<file path="src/ths_ram.sv">
// ----------------------------------------------------------------------------
// ths_ram
// Generic RAM with one write port and one registered read port.
// ----------------------------------------------------------------------------
`default_nettype none
module ths_ram #(
  parameter int WIDTH = 8,
  parameter int DEPTH = 16
) (
  input  wire logic                     clk,
  input  wire logic                     we,
  input  wire logic [$clog2(DEPTH)-1:0] waddr,
  input  wire logic [WIDTH-1:0]         wdata,
  input  wire logic [$clog2(DEPTH)-1:0] raddr,
  output logic      [WIDTH-1:0]         rdata
);
  logic [WIDTH-1:0] mem [DEPTH];

  // write and registered read
  always_ff @(posedge clk) begin
    if (we) begin
      mem[waddr] <= wdata;
    end
    rdata <= mem[raddr];
  end
endmodule
`default_nettype wire

</file>
<file path="config.mk">
export PLATFORM = sky130hd
export DESIGN_NAME = ths_ram
export DESIGN_NICKNAME = d
export VERILOG_FILES = /design/src/ths_ram.sv
export SDC_FILE = /design/constraint.sdc
export NUM_CORES = 1
export LEC_CHECK = 0
export ABC_CLOCK_PERIOD_IN_PS = 5100
export BUFFER_PORTS_ARGS = -buffer_cell sky130_fd_sc_hd__buf_2
export CORE_MARGIN = 2
export CORE_UTILIZATION = 65
export DETAILED_ROUTE_END_ITERATION = 6
export PLACE_DENSITY_LB_ADDON = 0.25
export REMOVE_ABC_BUFFERS = 1
export SLEW_MARGIN = 40
export SYNTH_ARGS = -nofsm -noshare
export SYNTH_HDL_FRONTEND = slang
export SYNTH_SLANG_ARGS = --single-unit
</file>
<file path="constraint.sdc">
create_clock -name clk -period 5.1 [get_ports clk]
set_input_delay 0.51 -clock clk [delete_from_list [all_inputs] [get_ports clk]]
set_output_delay 0.51 -clock clk [all_outputs]
set_load 0.01 [all_outputs]
</file>
# [After elaboration in Yosys (flattened, before gate mapping)]
# Memories as Yosys holds them, arrays and structs flattened. A register that Yosys moved wholly into a read port is not among the register bits.
# Cells that the tools add are included.
[word_totals] elab_cells=3 out_inout_bits=8 register_bits=0 mem_count=1 ramBits=128
[classes] mux=2
[mem_list] memory="mem" depth=16 width=8 rd=1 rd_clocked_by_memory_dff=1 write_ports=1 line_no="17" text="logic [WIDTH-1:0] mem [DEPTH];"
[op_table] cell="$mux 1" count=2

# [Depth between registers and ports, before layout]
# Gate-level depths: netlist of run 1.
[depth] depth_word=2 ltp_mapped=5 depth_no_buf=3

# [Worst setup path after synthesis of run 1]
# OpenSTA, ideal clock, no wires.
[synth_path] kind="input -> register" startpoint="input waddr[2]" endpoint="memory mem[0][0] (enable)" arrival_time_ns=1.620 stages=2 path_buffers=0 setup_slack_ns=3.097 setup_ns=0.383 path_cell_list="or3b_2 -> nor3_1"
[synth_lines] element="start, declared" line_no="12" text="input wire logic [$clog2(DEPTH)-1:0] waddr,"
[synth_lines] element="end, declared" line_no="17"
# Straight into the memory's write port.

==> results of run 1 <==
## layout make-up
cell class / count / area [µm²]
antenna: 1 / 2.50
clock buffer: 22 / 433
clock inverter: 10 / 106
fill: 448 / 1780
multi-input combinational: 83 / 1090
sequential: 136 / 4000
tap: 102 / 128
timing repair buffer: 28 / 150
## power by group through the flow
stage          registers, mW  clock network [mW]  logic [mW]
3_5_place_dp            1.28                   0       0.111
4_1_cts                 1.26                1.12       0.113
2_1_floorplan           1.28                   0      0.0501
3_3_place_gp            1.28                   0       0.108
6_report                1.26                1.11       0.113
5_1_grt                 1.26                1.17       0.123
## kinds of logic after synthesis
kind of cell / count (synthesis) / synth area share
buffers and inverters: 10 / 0.0168
flip-flops: 136 / 0.778
AO/OA/AOI/OAI: 16 / 0.0233
multiplexers: 32 / 0.150
AND/OR/NAND/NOR: 35 / 0.0318
## cells in the mapped netlist (2+ instances only)
| cell type | instances | area share |
|---|---|---|
| a22oi_1 | 16 | 0.023 |
| buf_2 | 3 | 0.0029 |
| buf_6 | 3 | 0.0066 |
| clkdlybuf4s25_2 | 3 | 0.0058 |
| dfxtp_1 | 8 | 0.031 |
| edfxtp_1 | 128 | 0.75 |
| mux4_1 | 14 | 0.071 |
| mux4_2 | 18 | 0.079 |
| nand2_1 | 9 | 0.0066 |
| nand2b_1 | 2 | 0.0024 |
| nand3b_1 | 2 | 0.0029 |
| nor2_1 | 13 | 0.0095 |
| nor3_1 | 4 | 0.0039 |
## state kept, by name (all words and copies together) (netlist names)
name,flops
mem,128
rdata,8
## worst register-to-register path: cells and delay by family (launching register included)
kind | cells | cell delay, ns
simple gates | 1 | 0.09
mux | 1 | 0.53
compound gates | 1 | 0.32
flops | 1 | 0.35
## path summary, 6_finish.rpt
path / slack (ns) / end / cells after the start
max: 3.41 / rdata[2] / 4
min: 0.38 / mem[4][2] / 1
max reg2reg: 3.68 / rdata[2] / 3
min reg2reg: 0.67 / rdata[3] / 3
## routing by layer
| metal | share of wire | GRT usage |
|---|---|---|
| met5 | 0 | 0 |
| met4 | 0.016 | 0.115 |
| met3 | 0.093 | 0.0653 |
| met2 | 0.50 | 0.374 |
| met1 | 0.39 | 0.376 |
==> flow_summary.toml, run 1 <==
[grt]
grt_antenna_before_repair = 1
grt_pass1_vias = 2499
grt_max_degree = 33
grtUsageTotal = 0.256
grt_pass1_wl_um = 14900
gr-total-overflow = 0

[final_layout]
fin_cells = 382
area_growth_syn_to_layout_pct = 14.9
fin_util = 0.769
final_cell_mix = "128 x edfxtp_1, 24 x buf_2, 18 x mux4_2, 16 x a22oi_1, 16 x clkbuf_16"
fin_area_um2 = 5910
nets = 284
final_common_cell = "edfxtp_1"
drive_gt1_frac = 0.294

[power_and_ir_drop]
irDropWorstVdd_mv = 0.272
seq_power_share = 0.507
post-layout-total-power_mw = 2.48
power.share.clock = 0.447
p_int_mw = 1.98
p_sw_mw = 0.498
power_leakage_nw = 1.97
switching_share = 0.200
comb_power_share = 0.046
power_density_nw_per_um2 = 420

[critical_path]
required_ns = 5.48
cp-start-kind = "input pin"
critPathSlowestCell = "mux4_1"
critPathMaxFanout = 32
path_delay_family = "multiplexers"
cp-end-kind = "flip-flop"
r2r_start = "mem[9][2]"
path_buf_inv = 1
timing.critical_path.cells = "buf_4 -> mux4_1 -> a22oi_1 -> nand2_1"
arrival_ns = 2.07
worst-setup-path-type = "input pin to flip-flop"
critPathLaunch = "raddr[0]"
slowest_delay_ns = 0.65

[synthesis]
syn_inst = 229
synthFlopType = "edfxtp_1"
yosysWarnings = 0
yosys_register_bits = 136
synthesis.area_um2 = 5150
synth_edf_count = 128
syn_area_per_cell_um2 = 22.5
ys_seq_area_frac = 0.778
synth_cell_type_count = 19
postSynth.asyncResetShare = 0

[die]
core_area_um2 = 7690
floorplan.initialDensity = 0.670
pin_count = 26
num_rows = 32
die_h_um = 93.0
fp.dieArea_um2 = 8650
die_w_um = 93.0

[clocking]
cts_buffer_depth = 2
path_clk_slew_ns = 0.06
htreeDepth = 4
cts_resized = 0
clk_latency_ns = 0.51
ctsHoldBuffers = 0
root_buffer = "clkbuf_8"
cts.sinks = 136
cts_inserted_buffers = 17
cts_tree = "done"
postCtsSetupBuffers = 0

[timing]
hold_violations = 0
layout_min_cycle_time_ns = 1.69
rsz0062_at_grt = "no"
worst_pin_slew_ns = 0.833
drv_slew = 0
setup_violations = 0
finalCritPeriodShare = 0.332
hold_ws_ns = 0.382
max_freq_ghz = 0.591
slew_headroom = 0.442
tns_ns = 0
skew_ns = 0.00802
fin_ws_ns = 3.41

[placed_design]
post-place-ws_ns = 2.84
gp_congestion = 0.730
post-dp-hpwl_um = 5610
dp_cells = 349
io_buffers = 25
place_area_um2 = 5350

[routing]
drtIter0Drc = 200
via_per_inst = 6.43
totalWireLength_um = 9870
drc = 0
num_vias = 2458
post_drt_wl_per_cell_um = 25.8
firstDrtPassIters = 5
drtAntennaViolNets = 0

[job]
max_cap_viol_count = 0

[worst_hold_path]
hp-start = "wdata[2]"
hp-class = "input pin to flip-flop"

[status]
status = "finished, final reports clean"
No activity file was read; power rests on OpenSTA's default activity.
==> run 2, diff against run 1 <==
--- a/config.mk
+++ b/config.mk
@@ -5,10 +5,10 @@
 export SDC_FILE = /design/constraint.sdc
 export NUM_CORES = 1
 export LEC_CHECK = 0
-export ABC_CLOCK_PERIOD_IN_PS = 5100
+export ABC_CLOCK_PERIOD_IN_PS = 1650
 export BUFFER_PORTS_ARGS = -buffer_cell sky130_fd_sc_hd__buf_2
 export CORE_MARGIN = 2
-export CORE_UTILIZATION = 65
+export CORE_UTILIZATION = 60
 export DETAILED_ROUTE_END_ITERATION = 6
 export PLACE_DENSITY_LB_ADDON = 0.25
 export REMOVE_ABC_BUFFERS = 1
==> constraint.sdc (replaced) <==
create_clock -name clk -period 1.65 [get_ports clk]
set_input_delay 0.165 -clock clk [delete_from_list [all_inputs] [get_ports clk]]
set_output_delay 0.165 -clock clk [all_outputs]
set_load 0.01 [all_outputs]
==> run 2 against run 1 <==
Clock power grew to 3.2 times the previous value. Non-clock buffer count is 19 higher. Die area is 8.0% higher. First-iteration DRC count is 30% higher. Worst hold slack worse by 0.33 ns.
==> flow_summary.toml, run 2 (synthesis results as in run 1) <==
[timing]
rsz0062_at_grt = "no"
worst_pin_slew_ns = 0.369
max_freq_ghz = 0.745
finalCritPeriodShare = 0.814
fin_ws_ns = 0.308
skew_ns = 0.00790
tns_ns = 0
layout_min_cycle_time_ns = 1.34
hold_ws_ns = 0.0505
drv_slew = 0
setup_violations = 0
slew_headroom = 0.754
hold_violations = 0

[power_and_ir_drop]
power_density_nw_per_um2 = 1280
irDropWorstVdd_mv = 0.724
power_leakage_nw = 2.10

[final_layout]
largest_reg_flops = 128
antennaDiodeCount = 0
nets = 303
largest_register = "mem"
reg_top3 = "mem (128), rdata (8)"
final_cell_mix = "128 x edfxtp_1, 25 x buf_2, 18 x mux4_2, 18 x buf_4"
fin_area_um2 = 6090
fin_util = 0.737
area_growth_syn_to_layout_pct = 18.3
final_common_cell = "edfxtp_1"
drive_gt1_frac = 0.306

[critical_path]
r2r_cells = 3
cp-start-kind = "flip-flop"
worst-setup-path-type = "flip-flop to flip-flop"
r2r_slack_ns = 0.31
critPathMaxFanout = 1
critPathLaunch = "mem[8][5]"
cp-end-kind = "flip-flop"
required_ns = 2.03
reg2reg_to = "rdata[5]"
arrival_ns = 1.72
r2r_start = "mem[8][5]"

[routing]
drc = 0
totalWireLength_um = 9370
drtIter0Drc = 260
num_vias = 2430
firstDrtPassIters = 4
drtAntennaViolNets = 0
post_drt_wl_per_cell_um = 23.3
via_per_inst = 6.04

[placed_design]
post-place-ws_ns = 0.117
io_buffers = 25
post-dp-hpwl_um = 5880
gp_congestion = 0.738
place_area_um2 = 5530

[clocking]
cts_tree = "done"
root_buffer = "clkbuf_8"
clk_latency_ns = 0.50
ctsHoldBuffers = 0
path_clk_slew_ns = 0.06
cts_inserted_buffers = 17
cts_buffer_depth = 2
cts_resized = 0
postCtsSetupBuffers = 0
cts.sinks = 136
htreeDepth = 4

[worst_hold_path]
hp-class = "input pin to flip-flop"
min_to = "mem[12][5]"
hp-start = "wdata[5]"
hold_depth = 1

[grt]
gr-total-overflow = 0
grt_max_degree = 22
grt_antenna_before_repair = 0
grt_pass1_vias = 2608
grt_pass1_wl_um = 14600
grtUsageTotal = 0.219

[die]
fp.dieArea_um2 = 9340
die_w_um = 96.6
die_h_um = 96.6
core_area_um2 = 8260
num_rows = 33
pin_count = 26
floorplan.initialDensity = 0.623

[status]
status = "finished, final reports clean"

[job]
max_cap_viol_count = 0
run 2: changes by cell type in the layout (fill, tap and decap cells not counted), moves of 2 or more:
cell	before	now
buf_4	4	18
nor2_1	5	13
clkinv_1	1	3
nor2_2	8	0
buf_12	0	4
clkbuf_1	5	3
run 2: stage by stage:
step,std cells,total power [mW]
floorplan,219,4.12
global placement,371,4.31
detailed placement,371,4.33
CTS,402,7.85
global route,402,8.03
finish,402,7.78
run 2: critical path, cell delays in order, from the launching register on:
cell and delay (ns):
edfxtp_1 0.38, mux4_1 0.49, a22oi_1 0.28, nand2_1 0.08
run 2: worst max-delay path by stage:
stage	end	slack, ns	depth (start not counted)
global placement	rdata[1]	0.13	5
detailed placement	rdata[2]	0.12	5
floorplan	mem[0][0]	-0.008	2
global route	rdata[6]	0.26	3
CTS	rdata[7]	0.27	3
finish	rdata[5]	0.31	3
run 2: layout make-up:
type                       instances  area, µm²
fill                             489       2170
multi-input combinational         83       1060
clock inverter                    11        131
sequential                       136       4000
tap                              105        131
clock buffer                      20        425
timing repair buffer              47        340
run 2: power breakdown:
group          internal [mW]  switching [mW]
Clock                   2.26            1.25
Sequential              3.86          0.0240
Combinational          0.166           0.203
Total                   6.30            1.48
run 2: layer usage:
layer | vias to the layer above | share of wire | wire length, µm | GRT usage
li1 | 1086 | - | - | -
met1 | 1256 | 0.42 | 3940 | 0.290
met2 | 80 | 0.51 | 4820 | 0.348
met3 | 8 | 0.054 | 504 | 0.0679
met4 | 0 | 0.012 | 112 | 0.0823
met5 | - | 0 | 0 | 0
